==> config.mk <==
export PLATFORM = sky130hd
export DESIGN_NAME = serial_image_loader
export DESIGN_NICKNAME = d
export VERILOG_FILES = /design/src/design/sil_pkg.sv /design/src/design/sil_core.sv /design/src/design/serial_image_loader.sv
export SDC_FILE = /design/constraint.sdc
export NUM_CORES = 1
export LEC_CHECK = 0
export ABC_CLOCK_PERIOD_IN_PS = 8800
export CAP_MARGIN = 20
export CORE_MARGIN = 4
export CORE_UTILIZATION = 70
export DETAILED_ROUTE_END_ITERATION = 16
export DONT_BUFFER_PORTS = 1
export PLACE_DENSITY = 0.86
export SETUP_SLACK_MARGIN = 0.4
export SYNTH_ARGS = -nofsm -noshare
export SYNTH_HDL_FRONTEND = slang
export SYNTH_SLANG_ARGS = --single-unit
==> constraint.sdc <==
create_clock -name clk -period 8.8 [get_ports clk]
set_input_delay 1.76 -clock clk [delete_from_list [all_inputs] [get_ports clk]]
set_output_delay 1.76 -clock clk [all_outputs]
set_load 0.05 [all_outputs]
==> src/design/sil_pkg.sv <==
// Shared types and constants for the serial image loader.
`default_nettype none

package sil_pkg;

  // Header framing.
  localparam logic [7:0] MAGIC_BYTE = 8'h23;
  localparam int unsigned MAGIC_RUN = 4;
  localparam int unsigned MAGIC_CNT_W = $clog2(MAGIC_RUN);

  // Widths of the result fields.
  localparam int unsigned ADDR_W = 32;
  localparam int unsigned BYTE_W = 8;
  localparam int unsigned KIND_W = 2;

  // Result kinds.
  typedef enum logic [KIND_W-1:0] {
    KIND_WRITE = 2'd0,
    KIND_LAST  = 2'd1,
    KIND_EMPTY = 2'd2,
    KIND_ERROR = 2'd3
  } kind_t;

  // One result transaction as it leaves the loader core.
  typedef struct packed {
    kind_t              kind;
    logic [ADDR_W-1:0]  address;
    logic [BYTE_W-1:0]  data;
    logic [ADDR_W-1:0]  entry_address;
  } sil_result_t;

endpackage

`default_nettype wire

==> src/design/sil_core.sv <==
// Header parser and write generator of the serial image loader.
`default_nettype none

module sil_core (
  input  wire logic                       clk,
  input  wire logic                       rst_n,
  input  wire logic                       step,
  input  wire logic [sil_pkg::BYTE_W-1:0] rx_byte,
  input  wire logic [sil_pkg::ADDR_W-1:0] protect_start,
  input  wire logic [sil_pkg::ADDR_W-1:0] protect_end,
  output logic                            res_valid,
  output sil_pkg::sil_result_t            res
);
  import sil_pkg::*;

  typedef enum logic [5:0] {
    PH_HUNT   = 6'b000001,
    PH_ADDR   = 6'b000010,
    PH_LEN    = 6'b000100,
    PH_ENTRY  = 6'b001000,
    PH_DATA   = 6'b010000,
    PH_LOCKED = 6'b100000
  } phase_t;

  phase_t                 phase_r, phase_nxt;
  logic [MAGIC_CNT_W-1:0] magic_cnt_r, magic_cnt_nxt;
  logic [1:0]             byte_idx_r, byte_idx_nxt;
  logic [ADDR_W-1:0]      word_shift_r, word_shift_nxt;
  logic [ADDR_W-1:0]      write_addr_r, write_addr_nxt;
  logic [ADDR_W-1:0]      bytes_left_r, bytes_left_nxt;
  logic [ADDR_W-1:0]      entry_r, entry_nxt;

  logic [ADDR_W-1:0]      word_full;
  logic [ADDR_W-1:0]      image_end;
  logic                   overlap;

  // Merge the incoming byte into the header word, least significant byte first.
  always_comb begin
    word_full = word_shift_r;
    case (byte_idx_r)
      2'd0:    word_full[7:0]   = rx_byte;
      2'd1:    word_full[15:8]  = rx_byte;
      2'd2:    word_full[23:16] = rx_byte;
      default: word_full[31:24] = rx_byte;
    endcase
  end

  // The image overlaps when its start or its wrapped end falls in the protected window.
  assign image_end = write_addr_r + bytes_left_r;
  assign overlap   = ((write_addr_r >= protect_start) && (write_addr_r < protect_end)) ||
                     ((image_end >= protect_start) && (image_end < protect_end));

  // Next state and result for one byte.
  always_comb begin
    phase_nxt      = phase_r;
    magic_cnt_nxt  = magic_cnt_r;
    byte_idx_nxt   = byte_idx_r;
    word_shift_nxt = word_shift_r;
    write_addr_nxt = write_addr_r;
    bytes_left_nxt = bytes_left_r;
    entry_nxt      = entry_r;
    res_valid      = 1'b0;
    res            = '0;

    if (step) begin
      unique case (phase_r)
        PH_HUNT: begin
          if (rx_byte == MAGIC_BYTE) begin
            if (magic_cnt_r == MAGIC_CNT_W'(MAGIC_RUN - 1)) begin
              magic_cnt_nxt  = '0;
              byte_idx_nxt   = '0;
              word_shift_nxt = '0;
              phase_nxt      = PH_ADDR;
            end else begin
              magic_cnt_nxt = magic_cnt_r + 1'b1;
            end
          end else begin
            magic_cnt_nxt = '0;
          end
        end

        PH_ADDR, PH_LEN, PH_ENTRY: begin
          if (byte_idx_r != 2'd3) begin
            word_shift_nxt = word_full;
            byte_idx_nxt   = byte_idx_r + 1'b1;
          end else begin
            byte_idx_nxt   = '0;
            word_shift_nxt = '0;
            if (phase_r == PH_ADDR) begin
              write_addr_nxt = word_full;
              phase_nxt      = PH_LEN;
            end else if (phase_r == PH_LEN) begin
              bytes_left_nxt = word_full;
              phase_nxt      = PH_ENTRY;
            end else begin
              entry_nxt = word_full;
              if (overlap) begin
                phase_nxt         = PH_LOCKED;
                res_valid         = 1'b1;
                res.kind          = KIND_ERROR;
                res.address       = write_addr_r;
                res.entry_address = word_full;
              end else if (bytes_left_r == '0) begin
                phase_nxt         = PH_HUNT;
                res_valid         = 1'b1;
                res.kind          = KIND_EMPTY;
                res.address       = write_addr_r;
                res.entry_address = word_full;
              end else begin
                phase_nxt = PH_DATA;
              end
            end
          end
        end

        PH_DATA: begin
          bytes_left_nxt = bytes_left_r - 1'b1;
          write_addr_nxt = write_addr_r + 1'b1;
          res_valid      = 1'b1;
          res.address    = write_addr_r;
          res.data       = rx_byte;
          if (bytes_left_r == ADDR_W'(1)) begin
            res.kind          = KIND_LAST;
            res.entry_address = entry_r;
            phase_nxt         = PH_HUNT;
          end else begin
            res.kind = KIND_WRITE;
          end
        end

        PH_LOCKED: begin
          // Stays locked until reset; bytes are dropped.
        end

        default: begin
          phase_nxt = PH_HUNT;
        end
      endcase
    end
  end

  // Control state.
  always_ff @(posedge clk) begin
    if (!rst_n) begin
      phase_r     <= PH_HUNT;
      magic_cnt_r <= '0;
      byte_idx_r  <= '0;
    end else begin
      phase_r     <= phase_nxt;
      magic_cnt_r <= magic_cnt_nxt;
      byte_idx_r  <= byte_idx_nxt;
    end
  end

  // Header words and the running write state.
  always_ff @(posedge clk) begin
    word_shift_r <= word_shift_nxt;
    write_addr_r <= write_addr_nxt;
    bytes_left_r <= bytes_left_nxt;
    entry_r      <= entry_nxt;
  end

endmodule

`default_nettype wire

==> src/design/serial_image_loader.sv <==
// Top level of the serial image loader: stream ports, configuration and output register.
//
// Usage: received serial bytes enter one per transaction on the in_ channel
// (in_tdata). The loader hunts for four 0x23 bytes, then reads the load
// address, length and entry point (least significant byte first), and turns
// each following byte into a write transaction on the out_ channel.
// out_tuser carries the kind: write, last write, empty image or overlap error.
// The protected region is set through the cfg_ port (index 0: start,
// index 1: end); the user must set it only while the loader is idle,
// which the block itself does not enforce; cfg_ready is always high.
// out_tvalid rises after the byte sits in the input register and the
// parser fills the output register. Throughput: one byte per cycle while
// out_tready is high; the parser updates its state once per byte.
// Reset (rst_n low, synchronous) returns the loader to hunting, clears an
// overlap lock and sets the protected region to empty.
// When the receiver stalls, the result waits in the output register and one
// more byte is held in the input register; in_tready then drops.
`default_nettype none

module serial_image_loader (
  input  wire logic        clk,
  input  wire logic        rst_n,
  // Input stream: [7:0] rx_byte.
  input  wire logic        in_tvalid,
  output logic             in_tready,
  input  wire logic [7:0]  in_tdata,
  // Result stream: [31:0] address, [39:32] data, [71:40] entry_address.
  output logic             out_tvalid,
  input  wire logic        out_tready,
  output logic [71:0]      out_tdata,
  // Result kind: [1:0] kind.
  output logic [1:0]       out_tuser,
  // Configuration writes.
  input  wire logic        cfg_valid,
  output logic             cfg_ready,
  input  wire logic [7:0]  cfg_index,
  input  wire logic [31:0] cfg_data
);
  import sil_pkg::*;

  localparam logic [7:0] CFG_PROTECT_START = 8'd0;
  localparam logic [7:0] CFG_PROTECT_END   = 8'd1;

  logic              in_valid_r;
  logic [BYTE_W-1:0] in_byte_r;
  logic              out_valid_r;
  sil_result_t       out_res_r;
  logic [ADDR_W-1:0] protect_start_r;
  logic [ADDR_W-1:0] protect_end_r;

  logic              advance;
  logic              res_valid;
  sil_result_t       res;

  // The held byte moves into the parser when the output register can take a result.
  assign advance   = in_valid_r && (!out_valid_r || out_tready);
  assign in_tready = !in_valid_r || advance;
  assign cfg_ready = 1'b1;

  // Input register.
  always_ff @(posedge clk) begin
    if (!rst_n) begin
      in_valid_r <= 1'b0;
    end else if (in_tready) begin
      in_valid_r <= in_tvalid;
    end
  end

  always_ff @(posedge clk) begin
    if (in_tready && in_tvalid) begin
      in_byte_r <= in_tdata;
    end
  end

  // Configuration registers; writes beyond the list are dropped.
  always_ff @(posedge clk) begin
    if (!rst_n) begin
      protect_start_r <= '0;
      protect_end_r   <= '0;
    end else if (cfg_valid) begin
      unique case (cfg_index)
        CFG_PROTECT_START: protect_start_r <= cfg_data;
        CFG_PROTECT_END:   protect_end_r   <= cfg_data;
        default: ;
      endcase
    end
  end

  sil_core u_core (
    .clk           (clk),
    .rst_n         (rst_n),
    .step          (advance),
    .rx_byte       (in_byte_r),
    .protect_start (protect_start_r),
    .protect_end   (protect_end_r),
    .res_valid     (res_valid),
    .res           (res)
  );

  // Output register.
  always_ff @(posedge clk) begin
    if (!rst_n) begin
      out_valid_r <= 1'b0;
    end else if (advance && res_valid) begin
      out_valid_r <= 1'b1;
    end else if (out_tready) begin
      out_valid_r <= 1'b0;
    end
  end

  always_ff @(posedge clk) begin
    if (advance && res_valid) begin
      out_res_r <= res;
    end
  end

  assign out_tvalid = out_valid_r;
  assign out_tuser  = out_res_r.kind;
  assign out_tdata  = {out_res_r.entry_address, out_res_r.data, out_res_r.address};

endmodule

`default_nettype wire
# After elaboration in Yosys (flattened, before gate mapping)
# Index checks and enable logic that the tools add are counted.
# totals
register_bits,286
latchBits,0
mem_bits_rw,0
rom_bits,0
inputBits,53
out_inout_bits,77
wordCells,129
mem_count,0
# op_classes
addsub,5
multipliers,0
div_mod_pow,0
n_lt_le_gt_ge,4
eq_ne,20
shifts,0
mux,53
n_bitwise,4
reduce_logical,27
# op_table
cell,count
$mux W32,14
$pmux W32 S2,4
$mux W34,5
$pmux W34 S2,1
$ge A32 B32 Y1,2
$lt A32 B32 Y1,2
$mux W6,7
$add A32 B1 Y32 const B,1
$add A32 B32 Y32,1
$eq A32 B1 Y1 const B,1
$logic_not A32 Y1,1
$mux W8,4
$sub A32 B1 Y32 const B,1
$pmux W6 S4,1
$mux W2,5
$ne A2 B1 Y1 const B,5
$reduce_and A5 Y1,2
$mux W1,9
$eq A8 B1 Y1 const B,1
$eq A8 B6 Y1 const B,1
$logic_not A8 Y1,1
$reduce_and A2 Y1,4
$reduce_and A4 Y1,2
$eq A6 B1 Y1 const B,1
other kinds (20),37

# Longest topological paths before layout
# Gate-level depths: netlist of the first run.
# logic_depth
depth_word,12
ltp_mapped,23
depth_no_buf,22

# By module
# From an unflattened synthesis of the first run, not the netlist that was laid out.
# unflattened
hier_cells,1562
area_unflattened_um2,16847.4
# modules_own_cells
mod,instances,cells_per_inst,area_each_um2,seq_area_each_um2
sil_core,1,1220,11812.6,4043.9
serial_image_loader,1,342,5034.8,3783.6

# Least setup slack after synthesis of the first run
# Ideal clock, no wire load.
# synth_timing
path_kind,register -> register
startpoint,register u_core.bytes_left_r[6]
endpoint,"register out_res_r (netlist bit out_tdata[0]), enable pin"
setup_ns,0.418
t_arrival_ns,4.960
t_required_ns,8.382
path_slack_ns,3.422
stages_incl_launch_ff,21
n_path_buf,1
synth_period_minus_slack_ns,5.378
cell_sequence,edfxtp_1 > ha_1 > a21oi_1 > nor2_1 > a211o_1 > a221o_1 > a31oi_1 > o21bai_1 > a21oi_1 > xnor2_1 > ha_1 > a21o_1 > a21o_1 > a21oi_1 > and4bb_2 > a21boi_0 > o211ai_1 > a32o_2 > o31ai_4 > buf_6 > inv_2
# synth_via
elab_chain_len,11
word_cells_on_any_way,14
cone_classes,add/sub: 1; order compare: 2; mux: 7; reduce/logical: 4
# synth_rtl
element,line_no,source
from (decl),sil_core.sv:30,"logic [ADDR_W-1:0] bytes_left_r, bytes_left_nxt;"
from (signal assigned),sil_core.sv:159,bytes_left_r <= bytes_left_nxt;
$add A32 B32 Y32,sil_core.sv:49,assign image_end = write_addr_r + bytes_left_r;
$ge A32 B32 Y1 or $lt A32 B32 Y1 (tied branches),sil_core.sv:51,((image_end >= protect_start) && (image_end < protect_end));
$logic_and A1 B1 Y1,sil_core.sv:51,
$logic_or A1 B1 Y1,sil_core.sv:50,assign overlap = ((write_addr_r >= protect_start) && (write_addr_r < protect_end)) ||
$mux W1 *,sil_core.sv:97,if (overlap) begin
$mux W1 *,sil_core.sv:92,end else if (phase_r == PH_LEN) begin
$mux W1 *,sil_core.sv:89,if (phase_r == PH_ADDR) begin
$mux W1 *,sil_core.sv:83,if (byte_idx_r != 2'd3) begin
$pmux W1 S2 *,sil_core.sv:66,unique case (phase_r)
$mux W1 *,sil_core.sv:65,if (step) begin
$logic_and A1 B1 Y1 *,serial_image_loader.sv:112,if (advance && res_valid) begin
to (signal assigned),serial_image_loader.sv:113,out_res_r <= res;
to (decl),serial_image_loader.sv:47,sil_result_t out_res_r;
# Mark *: on every way between the ends. The rest lies on a longest branch, timed or not.
# A chain may end at the register's enable or synchronous reset.

# Worst setup path in the final report of the first run
# layout_timing
startpoint,register u_core.write_addr_r[6]
endpoint,"register out_res_r (netlist bit out_tdata[22]), enable pin"
# layout_via
elab_chain_len,11
word_cells_on_any_way,15
cone_classes,add/sub: 1; order compare: 4; mux: 6; reduce/logical: 4
# layout_rtl
element,line_no,source
from (decl),sil_core.sv:29,"logic [ADDR_W-1:0] write_addr_r, write_addr_nxt;"
from (signal assigned),sil_core.sv:158,write_addr_r <= write_addr_nxt;
$add A32 B32 Y32,sil_core.sv:49,
$ge A32 B32 Y1 or $lt A32 B32 Y1 (tied branches),sil_core.sv:51,
$logic_and A1 B1 Y1,sil_core.sv:51,
$logic_or A1 B1 Y1 *,sil_core.sv:50,
$mux W1 *,sil_core.sv:97,
$mux W1 *,sil_core.sv:92,
$mux W1 *,sil_core.sv:89,
$mux W1 *,sil_core.sv:83,
$pmux W1 S2 *,sil_core.sv:66,
$mux W1 *,sil_core.sv:65,
$logic_and A1 B1 Y1 *,serial_image_loader.sv:112,
# Marks and branches as above.

==> impl_metrics.env, run 1 <==
export IMPL_syn_to_final_growth_pct=7.481
export IMPL_syn_inst=1649
export IMPL_remaining_drc_errors=0
export IMPL_fin_cells=1984
export IMPL_drive_gt1_share_pct=7.332
export IMPL_p_sw_share_pct=19.80
export IMPL_peakVddDrop_uv=185.7
export IMPL_place_inst=1928
export IMPL_internal_power_mw=2.176
export IMPL_postCtsSetupBuffers=0
export IMPL_path_class="reg2reg"
export IMPL_cts_htree_levels=1
export IMPL_dp_hpwl_microns=28310
export IMPL_grt_pass1_vias=12240
export IMPL_synthTopCellsByCount="nand2_1, edfxtp_1, ha_1, nor2_1, a21oi_1"
export IMPL_routabilityCongestion=0.9204
export IMPL_ys_flop_type="edfxtp_1"
export IMPL_path_buf_inv=2
export IMPL_yosysMostFrequentCell="nand2_1"
export IMPL_syn_num_nets=1868
export IMPL_grt_use_total_pct=29.85
export IMPL_synth_edf_count=210
export IMPL_nNetsFinal=1860
export IMPL_die_w_microns=162.7
export IMPL_synth_top_area_cell="edfxtp_1"
export IMPL_seq_area_sq_mm=0.007828
export IMPL_fillers=1577
export IMPL_cts_tree="built"
export IMPL_grt_antenna_before_repair=0
export IMPL_power_density_mw_per_mm2=150.6
export IMPL_ctsResizeCount=0
export IMPL_wl_per_cell_microns=20.09
export IMPL_routed_via_density=6.228
export IMPL_cts_buffers=29
export IMPL_synth_area_sq_mm=0.01676
export IMPL_yosysWarnings=0
export IMPL_pwr_share_seq_pct=53.2
export IMPL_relSlewSlack_pct=29.73
export IMPL_power_total_mw=2.713
export IMPL_route_final_wire_length_microns=39870
export IMPL_ios=130
export IMPL_synth_area_leaders="edfxtp_1, ha_1, dfxtp_1"
export IMPL_skew_ns=0.02428
export IMPL_cts_hold_buf=0
export IMPL_hold_class="reg2reg"
export IMPL_worstPathArrival_ns=6.46
export IMPL_post_route_min_period_ns=6.217
export IMPL_cpMostUsedCell="a21oi_1"
export IMPL_dr_pass1_iters=6
export IMPL_cts_max_path_buffers=3
export IMPL_cp_required_ns=9.04
export IMPL_hold_slack_ns=0.4602
export IMPL_finalSetupTns_ns=0
export IMPL_clk_latency_ns=0.56
export IMPL_power_leakage_nw=6.408
export IMPL_die_h_microns=162.7
export IMPL_drtAntennaViolNets=0
export IMPL_synth_avg_cell_area_sq_um=10.16
export IMPL_path_max_fanout=38
export IMPL_path_depth=20
export IMPL_crit_family="compound AO/OA/AOI/OAI gates"
export IMPL_async_flop_share_pct=0
export IMPL_rows=56
export IMPL_slowest_delay_ns=0.58
export IMPL_grt_pass1_wl_microns=63720
export IMPL_switchingPower_mw=0.5370
export IMPL_cp_start_kind="flop"
export IMPL_clkTransAtPathRegs_ns=0.07
export IMPL_cp_cell_sequence="ha_1 -> a21oi_1 -> nor2_1 -> a211o_1 -> a221o_1 -> a31oi_1 -> o21bai_1 -> a21oi_1 -> xnor2_1 -> ha_1 -> a21o_1 -> a21o_1 -> a21oi_1 -> and4bb_2 -> a21boi_0 -> o211ai_1 -> a32o_2 -> o31ai_4 -> clkinv_2 -> buf_4"
export IMPL_dieArea_sq_mm=0.02648
export IMPL_portBuffers=0
export IMPL_grt_overflow_total=0
export IMPL_clkPwrFrac_pct=45.9
export IMPL_clock_sinks=286
export IMPL_period_share_pct=70.64
export IMPL_whs_path_depth=2
export IMPL_max_freq_ghz=0.1609
export IMPL_hold_viol=0
export IMPL_start_util_pct=71.18
export IMPL_worst_path_max_delay_cell="clkinv_2"
export IMPL_power_frac_comb_pct=0.8
export IMPL_reg2reg_depth=20
export IMPL_status="completed"
export IMPL_yosysSeqAreaShare_pct=46.71
export IMPL_core_area_sq_mm=0.02354
export IMPL_synth_distinct_cells=87
export IMPL_tightest_slew_ns=1.054
export IMPL_cp_end_kind="flop"
export IMPL_synth_top_area_share_pct=37.63
export IMPL_grt_max_degree=100
export IMPL_drt_iter0_markers=1087
export IMPL_rsz0062_at_grt="false"
export IMPL_multiInputGateArea_sq_mm=0.008280
export IMPL_maxCapViolations=0
export IMPL_num_vias=12360
export IMPL_cts_root_buf="clkbuf_16"
export IMPL_drv_slew=0
export IMPL_fin_util_pct=76.50
export IMPL_setup_viol=0
export IMPL_synth_seq_cells=286
-- sequential cells by signal, summed over array words and instances, names as in the netlist, 2 cells and up --
signal,flops
u_core.magic_cnt_r,2
protect_end_r,32
protect_start_r,32
u_core.entry_r,32
u_core.word_shift_r,32
out_tuser,2
in_byte_r,8
out_tdata,72
u_core.byte_idx_r,2
u_core.phase_r,6
u_core.write_addr_r,32
u_core.bytes_left_r,32
-- final cells by class --
type	instances	share of cell area, %
clock inverters	18	1.091
repair buffers	13	0.6530
well taps	319	2.216
inverters	113	2.362
multi-input cells	1198	45.97
diodes	1	0.01389
flip-flops and latches	286	43.46
clock buffers	36	4.231
-- metrics by stage --
step                      instance area [sq um]  setup WS, ns
after floorplan                           16760         3.422
after global placement                    17020         2.832
after detailed placement                  17020         2.706
after CTS                                 17980         2.637
after global routing                      18010         2.221
final                                     18010         2.583
-- placed cells by master, fill, tap and decap left out, types with 6 or more instances in the layout --
master and n:
nand4_1 26, nor2b_1 25, nand2_1 217, and2_1 13
clkbuf_16 29, a21oi_1 117, xor2_1 44, ha_1 165
o21ai_0 59, nand3_1 24, o21bai_1 6, nor3_1 20
o21ai_1 8, mux2i_1 36, nand2b_1 11, dfxtp_1 76
edfxtp_1 210, a21o_1 46, inv_1 112, a211oi_1 10
nor2_1 118, nor4_1 10, nor2b_2 27, xnor2_1 43
buf_4 12, a21boi_0 67, clkbuf_1 6, and3_1 10
-- path summary, 6_finish.rpt --
kind	from	end	slack, ns
worst max-delay path	u_core.write_addr_r[6]	out_tdata[22]	2.58
worst min-delay path	protect_start_r[22]	protect_start_r[22]	0.46
worst max register to register	u_core.write_addr_r[6]	out_tdata[22]	2.58
worst min register to register	protect_start_r[22]	protect_start_r[22]	0.46
-- logic make-up after synthesis --
group | synth area share (%)
buffers and inverters | 3.942
flip-flops | 46.71
multiplexers | 2.150
XOR/XNOR | 4.547
adder cells (fa/ha/maj) | 12.44
AND/OR/NAND/NOR | 16.28
AO/OA/AOI/OAI | 13.90
other | 0.02238
-- power by group through the flow --
stage               logic [mW]  registers [mW]  clock network, mW
global route            0.0240            1.44               1.32
floorplan               0.0206            1.47                  0
detailed placement      0.0219            1.47                  0
finish                  0.0221            1.44               1.25
global placement        0.0209            1.47                  0
CTS                     0.0221            1.44               1.26
-- metal layers --
layer  GRT usage (%)  wire (microns)  part of all wire [%]  up-vias
met5               0               0                     0        -
met4           11.59            1564                   3.9        0
met3           5.087            2787                   7.0      124
met2           50.83           19760                    50      522
met1           38.33           15760                    40     5856
li1                -               -                     -     5855
-- worst reg2reg max path, delay by kind of cell (launching register included) --
kind / cells / cell delay [ns]
adders and majority gates: 2 / 0.69
and+or+nand+nor: 2 / 0.31
AOI/OAI and AO/OA: 13 / 3.07
xor gates and xnor gates: 1 / 0.18
buffers and inverters: 2 / 1.11
DFF: 1 / 0.52
Note: power is estimated with default switching activity, not from simulation.
==> run 2, diff against run 1 <==
ABC_AREA = 1   (was not set)
ABC_CLOCK_PERIOD_IN_PS = 5200   (was 8800)
CORE_UTILIZATION = 59   (was 70)
PLACE_DENSITY = 0.78   (was 0.86)
clock period = 5.2 ns   (was 8.8 ns; I/O delays follow)
==> run 2 against run 1 <==
Net effect:
- global-route usage down 3.2 points
- sequential share of layout area down 1.7 points
- routed wire length up 9.0%
- clock power up 74%
- critical path depth up 4
- register-to-register slack worse by 1.9 ns
- die area up 21%
- non-clock buffer count up 15
- largest power group unchanged
- clock-buffer cell count up 2
- worst hold slack better by 0.022 ns
- maximum frequency up 37%
- final cell count up 20%
==> impl_metrics.env, run 2 <==
export IMPL_dieArea_sq_mm=0.03199
export IMPL_die_h_microns=178.9
export IMPL_grt_use_total_pct=26.62
export IMPL_post_route_min_period_ns=4.546
export IMPL_max_freq_ghz=0.2200
export IMPL_async_flop_share_pct=0
export IMPL_num_vias=13700
export IMPL_dp_hpwl_microns=31770
export IMPL_power_total_mw=4.794
export IMPL_most_common_layout_cells="nand2_1, inv_1, edfxtp_1"
export IMPL_maxCapViolations=0
export IMPL_cts_tree="built"
export IMPL_synth_top_area_share_pct=36.61
export IMPL_hold_class="reg2reg"
export IMPL_dr_pass1_iters=5
export IMPL_synth_avg_cell_area_sq_um=8.815
export IMPL_cts_buffers=30
export IMPL_start_util_pct=59.85
export IMPL_syn_to_final_growth_pct=8.797
export IMPL_nNetsFinal=2182
export IMPL_grt_max_degree=71
export IMPL_cp_required_ns=5.45
export IMPL_routabilityCongestion=0.9634
export IMPL_clkTransAtPathRegs_ns=0.07
export IMPL_place_area_sq_mm=0.01758
export IMPL_peakVddDrop_uv=229.5
export IMPL_power_density_mw_per_mm2=255.8
export IMPL_wl_met2_microns=20950
export IMPL_cts_htree_levels=1
export IMPL_path_max_fanout=34
export IMPL_ios=130
export IMPL_power_leakage_nw=7.748
export IMPL_drv_slew=0
export IMPL_wirelength_met1_microns=17760
export IMPL_cp_end_kind="flop"
export IMPL_setup_viol=0
export IMPL_drt_iter0_markers=1150
export IMPL_clk_latency_ns=0.57
export IMPL_clock_sinks=286
export IMPL_highest_layer="met4"
export IMPL_grt_pass1_wl_microns=67850
export IMPL_synth_edf_count=210
export IMPL_worstPathArrival_ns=4.80
export IMPL_die_w_microns=178.9
export IMPL_grt_antenna_before_repair=0
export IMPL_fin_util_pct=65.11
export IMPL_portBuffers=0
export IMPL_num_antenna_cells=0
export IMPL_path_class="reg2reg"
export IMPL_core_area_sq_mm=0.02878
export IMPL_hold_viol=0
export IMPL_grt_pass1_vias=13130
export IMPL_synth_area_leaders="edfxtp_1, ha_1, dfxtp_1"
export IMPL_period_share_pct=87.42
export IMPL_status="completed"
export IMPL_syn_num_nets=2173
export IMPL_synth_area_sq_mm=0.01722
export IMPL_route_final_wire_length_microns=43440
export IMPL_cts_root_buf="clkbuf_16"
export IMPL_synthTopCellsByCount="nand2_1, inv_1, edfxtp_1, a21oi_1, o21ai_0"
export IMPL_finalInstanceArea_sq_mm=0.01874
export IMPL_cts_max_path_buffers=3
export IMPL_drtAntennaViolNets=0
export IMPL_drive_gt1_share_pct=8.103
export IMPL_relSlewSlack_pct=33.24
export IMPL_syn_inst=1954
export IMPL_mostFrequentLayoutCell="nand2_1"
export IMPL_rows=62
export IMPL_yosysWarnings=0
export IMPL_largest_reg_flops=72
export IMPL_synth_distinct_cells=59
export IMPL_cp_start_kind="flop"
export IMPL_cts_hold_buf=0
export IMPL_wl_met3_microns=2919
export IMPL_wl_per_cell_microns=18.32
export IMPL_grt_overflow_total=0
export IMPL_rsz0062_at_grt="false"
export IMPL_tightest_slew_ns=0.9991
export IMPL_synth_top_area_cell="edfxtp_1"
export IMPL_yosysSeqAreaShare_pct=45.45
export IMPL_ys_flop_type="edfxtp_1"
export IMPL_finalSetupTns_ns=0
export IMPL_synth_seq_cells=286
export IMPL_remaining_drc_errors=0
export IMPL_routed_via_density=5.776
export IMPL_skew_ns=0.02761
export IMPL_yosysMostFrequentCell="nand2_1"
==> run 2: final cells by class <==
| class | count | area [sq um] |
|---|---|---|
| Clock buffer | 38 | 822.0 |
| Clock inverter | 18 | 181.4 |
| Tap cell | 384 | 480.5 |
| Inverter | 246 | 927.1 |
| Fill cell | 2271 | 10040 |
| Sequential cell | 286 | 7828 |
| Multi-Input combinational cell | 1371 | 8249 |
| Timing Repair Buffer | 28 | 251.5 |
==> run 2: logic make-up (layout without fill, tap and decap cells) <==
kind of cell	Yosys count	in the layout	synth area share, %
AOI/OAI and AO/OA	420	420	12.91
xor gates and xnor gates	70	70	3.559
adders and majority gates	166	166	12.10
buffers and inverters	297	330	7.228
DFF	286	286	45.45
other	1	1	0.02177
and+or+nand+nor	714	714	18.73
==> run 2: metal layers <==
layer	up-vias	track usage [%]
li1	6662	-
met1	6404	33.96
met2	509	45.60
met3	120	3.922
met4	0	10.62
met5	-	0
==> run 2: final timing paths <==
check	from	end	slack, ns	cells past startpoint
min reg2reg	u_core.magic_cnt_r[1]	u_core.magic_cnt_r[1]	0.48	2
max	u_core.bytes_left_r[2]	out_tdata[33]	0.65	24
min	u_core.magic_cnt_r[1]	u_core.magic_cnt_r[1]	0.48	2
max reg2reg	u_core.bytes_left_r[2]	out_tdata[33]	0.65	24
==> run 2: stage by stage <==
step           std cells  setup slack [ns]  hold WS (ns)
2_1_floorplan       1954            0.3580        0.4395
3_3_place_gp        2302            0.6222        0.4566
3_5_place_dp        2302            0.4928        0.4691
4_1_cts             2358            0.4594        0.4790
5_1_grt             2371            0.4018        0.5033
6_report            2371            0.6543        0.4823
==> run 2: worst max-delay path: stages, from the launching register on <==
cell,delay [ns]
edfxtp_1,0.50
ha_4,0.31
a21oi_1,0.16
nand2_1,0.14
a21oi_4,0.28
o21bai_4,0.13
a21oi_1,0.23
o21ai_1,0.17
nand3_1,0.11
nand2_1,0.08
xor2_1,0.17
ha_1,0.30
nand2_1,0.06
nor2_1,0.12
nand4_1,0.14
nor4_1,0.20
nand2_1,0.08
nand2_1,0.06
nand3_1,0.15
nand3_1,0.15
nand2_2,0.06
inv_2,0.08
nor2_4,0.05
clkinvlp_4,0.22
clkbuf_16,0.27
==> run 2: power by group <==
part	internal [mW]	switching [mW]
registers	2.45	0.00681
logic	0.0402	0.110
clock network	1.27	0.914
total	3.76	1.03
==> run 2: repair_timing <==
item,4_1_cts,5_1_grt
setup buffers,0,12
gates resized for setup,0,7
endpoints found under the setup margin,0,101
==> run 3, diff against run 2 <==
ABC_AREA = not set   (was 1)
CORE_UTILIZATION = 58   (was 59)
PLACE_DENSITY = 0.76   (was 0.78)
==> run 3 against run 2 <==
Net effect:
- register-to-register slack got worse by 0.33 ns
- final cell count fell by 11%
- critical path depth fell by 4
- total power fell by 0.13%
- routed wire length rose by 0.32%
- clock skew fell by 0.012 ns
- sequential cell count did not move
- maximum frequency fell by 6.7%
- highest routed layer unchanged
- global-route usage fell by 0.70 points
==> impl_metrics.env, run 3 (synthesis gave the netlist of run 1 again) <==
export IMPL_num_vias=12750
export IMPL_seq_area_sq_mm=0.007828
export IMPL_drtAntennaViolNets=0
export IMPL_cts_hold_buf=0
export IMPL_rows=61
export IMPL_tightest_slew_ns=0.8638
export IMPL_status="completed"
export IMPL_most_common_layout_cells="nand2_1, edfxtp_1, ha_1"
export IMPL_path_max_fanout=9
export IMPL_power_leakage_nw=7.067
export IMPL_grt_max_degree=79
export IMPL_grt_antenna_before_repair=0
export IMPL_die_w_microns=178.0
export IMPL_grt_use_total_pct=25.92
export IMPL_maxCapViolations=0
export IMPL_ios=130
export IMPL_worstPathArrival_ns=5.16
export IMPL_relSlewSlack_pct=41.88
export IMPL_clk_latency_ns=0.56
export IMPL_cp_required_ns=5.48
export IMPL_num_antenna_cells=0
export IMPL_routabilityCongestion=0.9171
export IMPL_finalSetupTns_ns=0
export IMPL_setup_viol=0
export IMPL_clock_sinks=286
export IMPL_drt_iter0_markers=1130
export IMPL_dieArea_sq_mm=0.03168
export IMPL_dp_hpwl_microns=29870
export IMPL_cts_buffers=30
export IMPL_cts_htree_levels=1
export IMPL_route_final_wire_length_microns=43570
export IMPL_die_h_microns=178.0
export IMPL_hold_viol=0
export IMPL_drv_slew=0
export IMPL_start_util_pct=59.50
export IMPL_power_density_mw_per_mm2=246.4
export IMPL_dr_pass1_iters=7
export IMPL_cts_root_buf="clkbuf_16"
export IMPL_core_area_sq_mm=0.02816
export IMPL_grt_pass1_wl_microns=65360
export IMPL_remaining_drc_errors=0
export IMPL_min_delay_start="protect_end_r[1]"
export IMPL_period_share_pct=93.69
export IMPL_fin_cells=2121
export IMPL_routed_via_density=6.009
export IMPL_cp_start_kind="flop"
export IMPL_place_inst=2026
export IMPL_grt_pass1_vias=12260
export IMPL_drive_gt1_share_pct=15.09
export IMPL_mostFrequentLayoutCell="nand2_1"
export IMPL_path_class="reg2reg"
export IMPL_multiInputGateArea_sq_mm=0.008685
export IMPL_max_freq_ghz=0.2053
export IMPL_syn_to_final_growth_pct=15.93
export IMPL_hold_class="reg2reg"
export IMPL_peakVddDrop_uv=286.7
export IMPL_largest_reg_flops=72
export IMPL_fin_util_pct=68.98
export IMPL_skew_ns=0.01529
export IMPL_grt_overflow_total=0
export IMPL_worstSetupStartpoint="u_core.bytes_left_r[1]"
export IMPL_fillers=2040
export IMPL_rsz0062_at_grt="true"
export IMPL_nNetsFinal=1938
export IMPL_cp_end_kind="flop"
export IMPL_clkTransAtPathRegs_ns=0.06
export IMPL_timing_rr_start="u_core.bytes_left_r[1]"
export IMPL_cts_tree="built"
export IMPL_wl_per_cell_microns=20.54
export IMPL_cts_max_path_buffers=3
export IMPL_portBuffers=0
export IMPL_post_route_min_period_ns=4.872
==> run 3: cell types whose count changed in the layout (fill, tap and decap cells not counted), sizes merged, moves of 52 or more <==
| cell | before | now |
|---|---|---|
| nor2 | 193 | 122 |
| nand3 | 81 | 25 |
| a21oi | 182 | 118 |
| inv | 246 | 115 |
| nand2 | 368 | 217 |
| nor2b | 0 | 52 |
| a21boi | 2 | 68 |
| o21ai | 200 | 69 |
| buf | 27 | 86 |
==> run 3: cell type report <==
class,instances,area share [%]
Clock buffer,31,3.993
Inverter,113,2.267
Clock inverter,25,1.559
Multi-Input combinational cell,1198,44.70
Timing Repair Buffer,90,4.753
Sequential cell,286,40.29
Tap cell,378,2.434
==> run 3: final timing paths <==
path	end	slack [ns]	depth (start not counted)
max	out_tdata[57]	0.33	20
max reg2reg	out_tdata[57]	0.33	20
min reg2reg	protect_end_r[1]	0.46	2
min	protect_end_r[1]	0.46	2
==> run 3: power breakdown <==
part           leakage, nW  switching, mW  internal [mW]  total [mW]
clock network        0.515          0.918           1.39        2.31
logic                 4.08         0.0216         0.0167      0.0383
registers             2.47         0.0157           2.43        2.44
total                 7.07          0.955           3.83        4.79
==> run 3: what timing repair did <==
action | CTS | global route
gates resized for setup | 24 | 94
buffers inserted | 14 | 17
pin swaps | 15 | 54
cloned | 3 | 4
setup endpoints to repair | 140 | 142
==> run 3: per-layer routing <==
metal	wire length (microns)	part of all wire [%]	GRT usage, %
met1	17290	40	33.41
met5	0	0	0
met4	1599	3.7	8.862
met3	3171	7.3	4.536
met2	21510	49	44.30
==> run 3: worst max-delay path, cell delays in order (launching register included) <==
cell and delay (ns):
edfxtp_1 0.42, ha_1 0.29, a21o_1 0.17, a21oi_2 0.19, o21ai_2 0.11, a221o_2 0.47, a41oi_4 0.22, o31ai_4 0.09
o41ai_4 0.38, nor2_1 0.09, a211oi_2 0.25, ha_1 0.19, and3_4 0.19, nand4_1 0.14, o31a_2 0.35, a32o_2 0.29
buf_6 0.14, o21ai_4 0.20, buf_4 0.16, buf_12 0.13, o21ai_0 0.11
==> run 3: through the flow <==
stage / hold slack [ns] / power [mW] / worst slack (ns) / cell area (sq um)
after floorplan: 0.4435 / 2.518 / 0.4123 / 16800
after global placement: 0.4519 / 2.528 / 0.2265 / 17490
after detailed placement: 0.4566 / 2.529 / 0.08684 / 17490
after CTS: 0.4648 / 4.817 / 0.3871 / 18850
after global routing: 0.4782 / 4.921 / 0.2074 / 19430
final: 0.4607 / 4.787 / 0.3279 / 19430
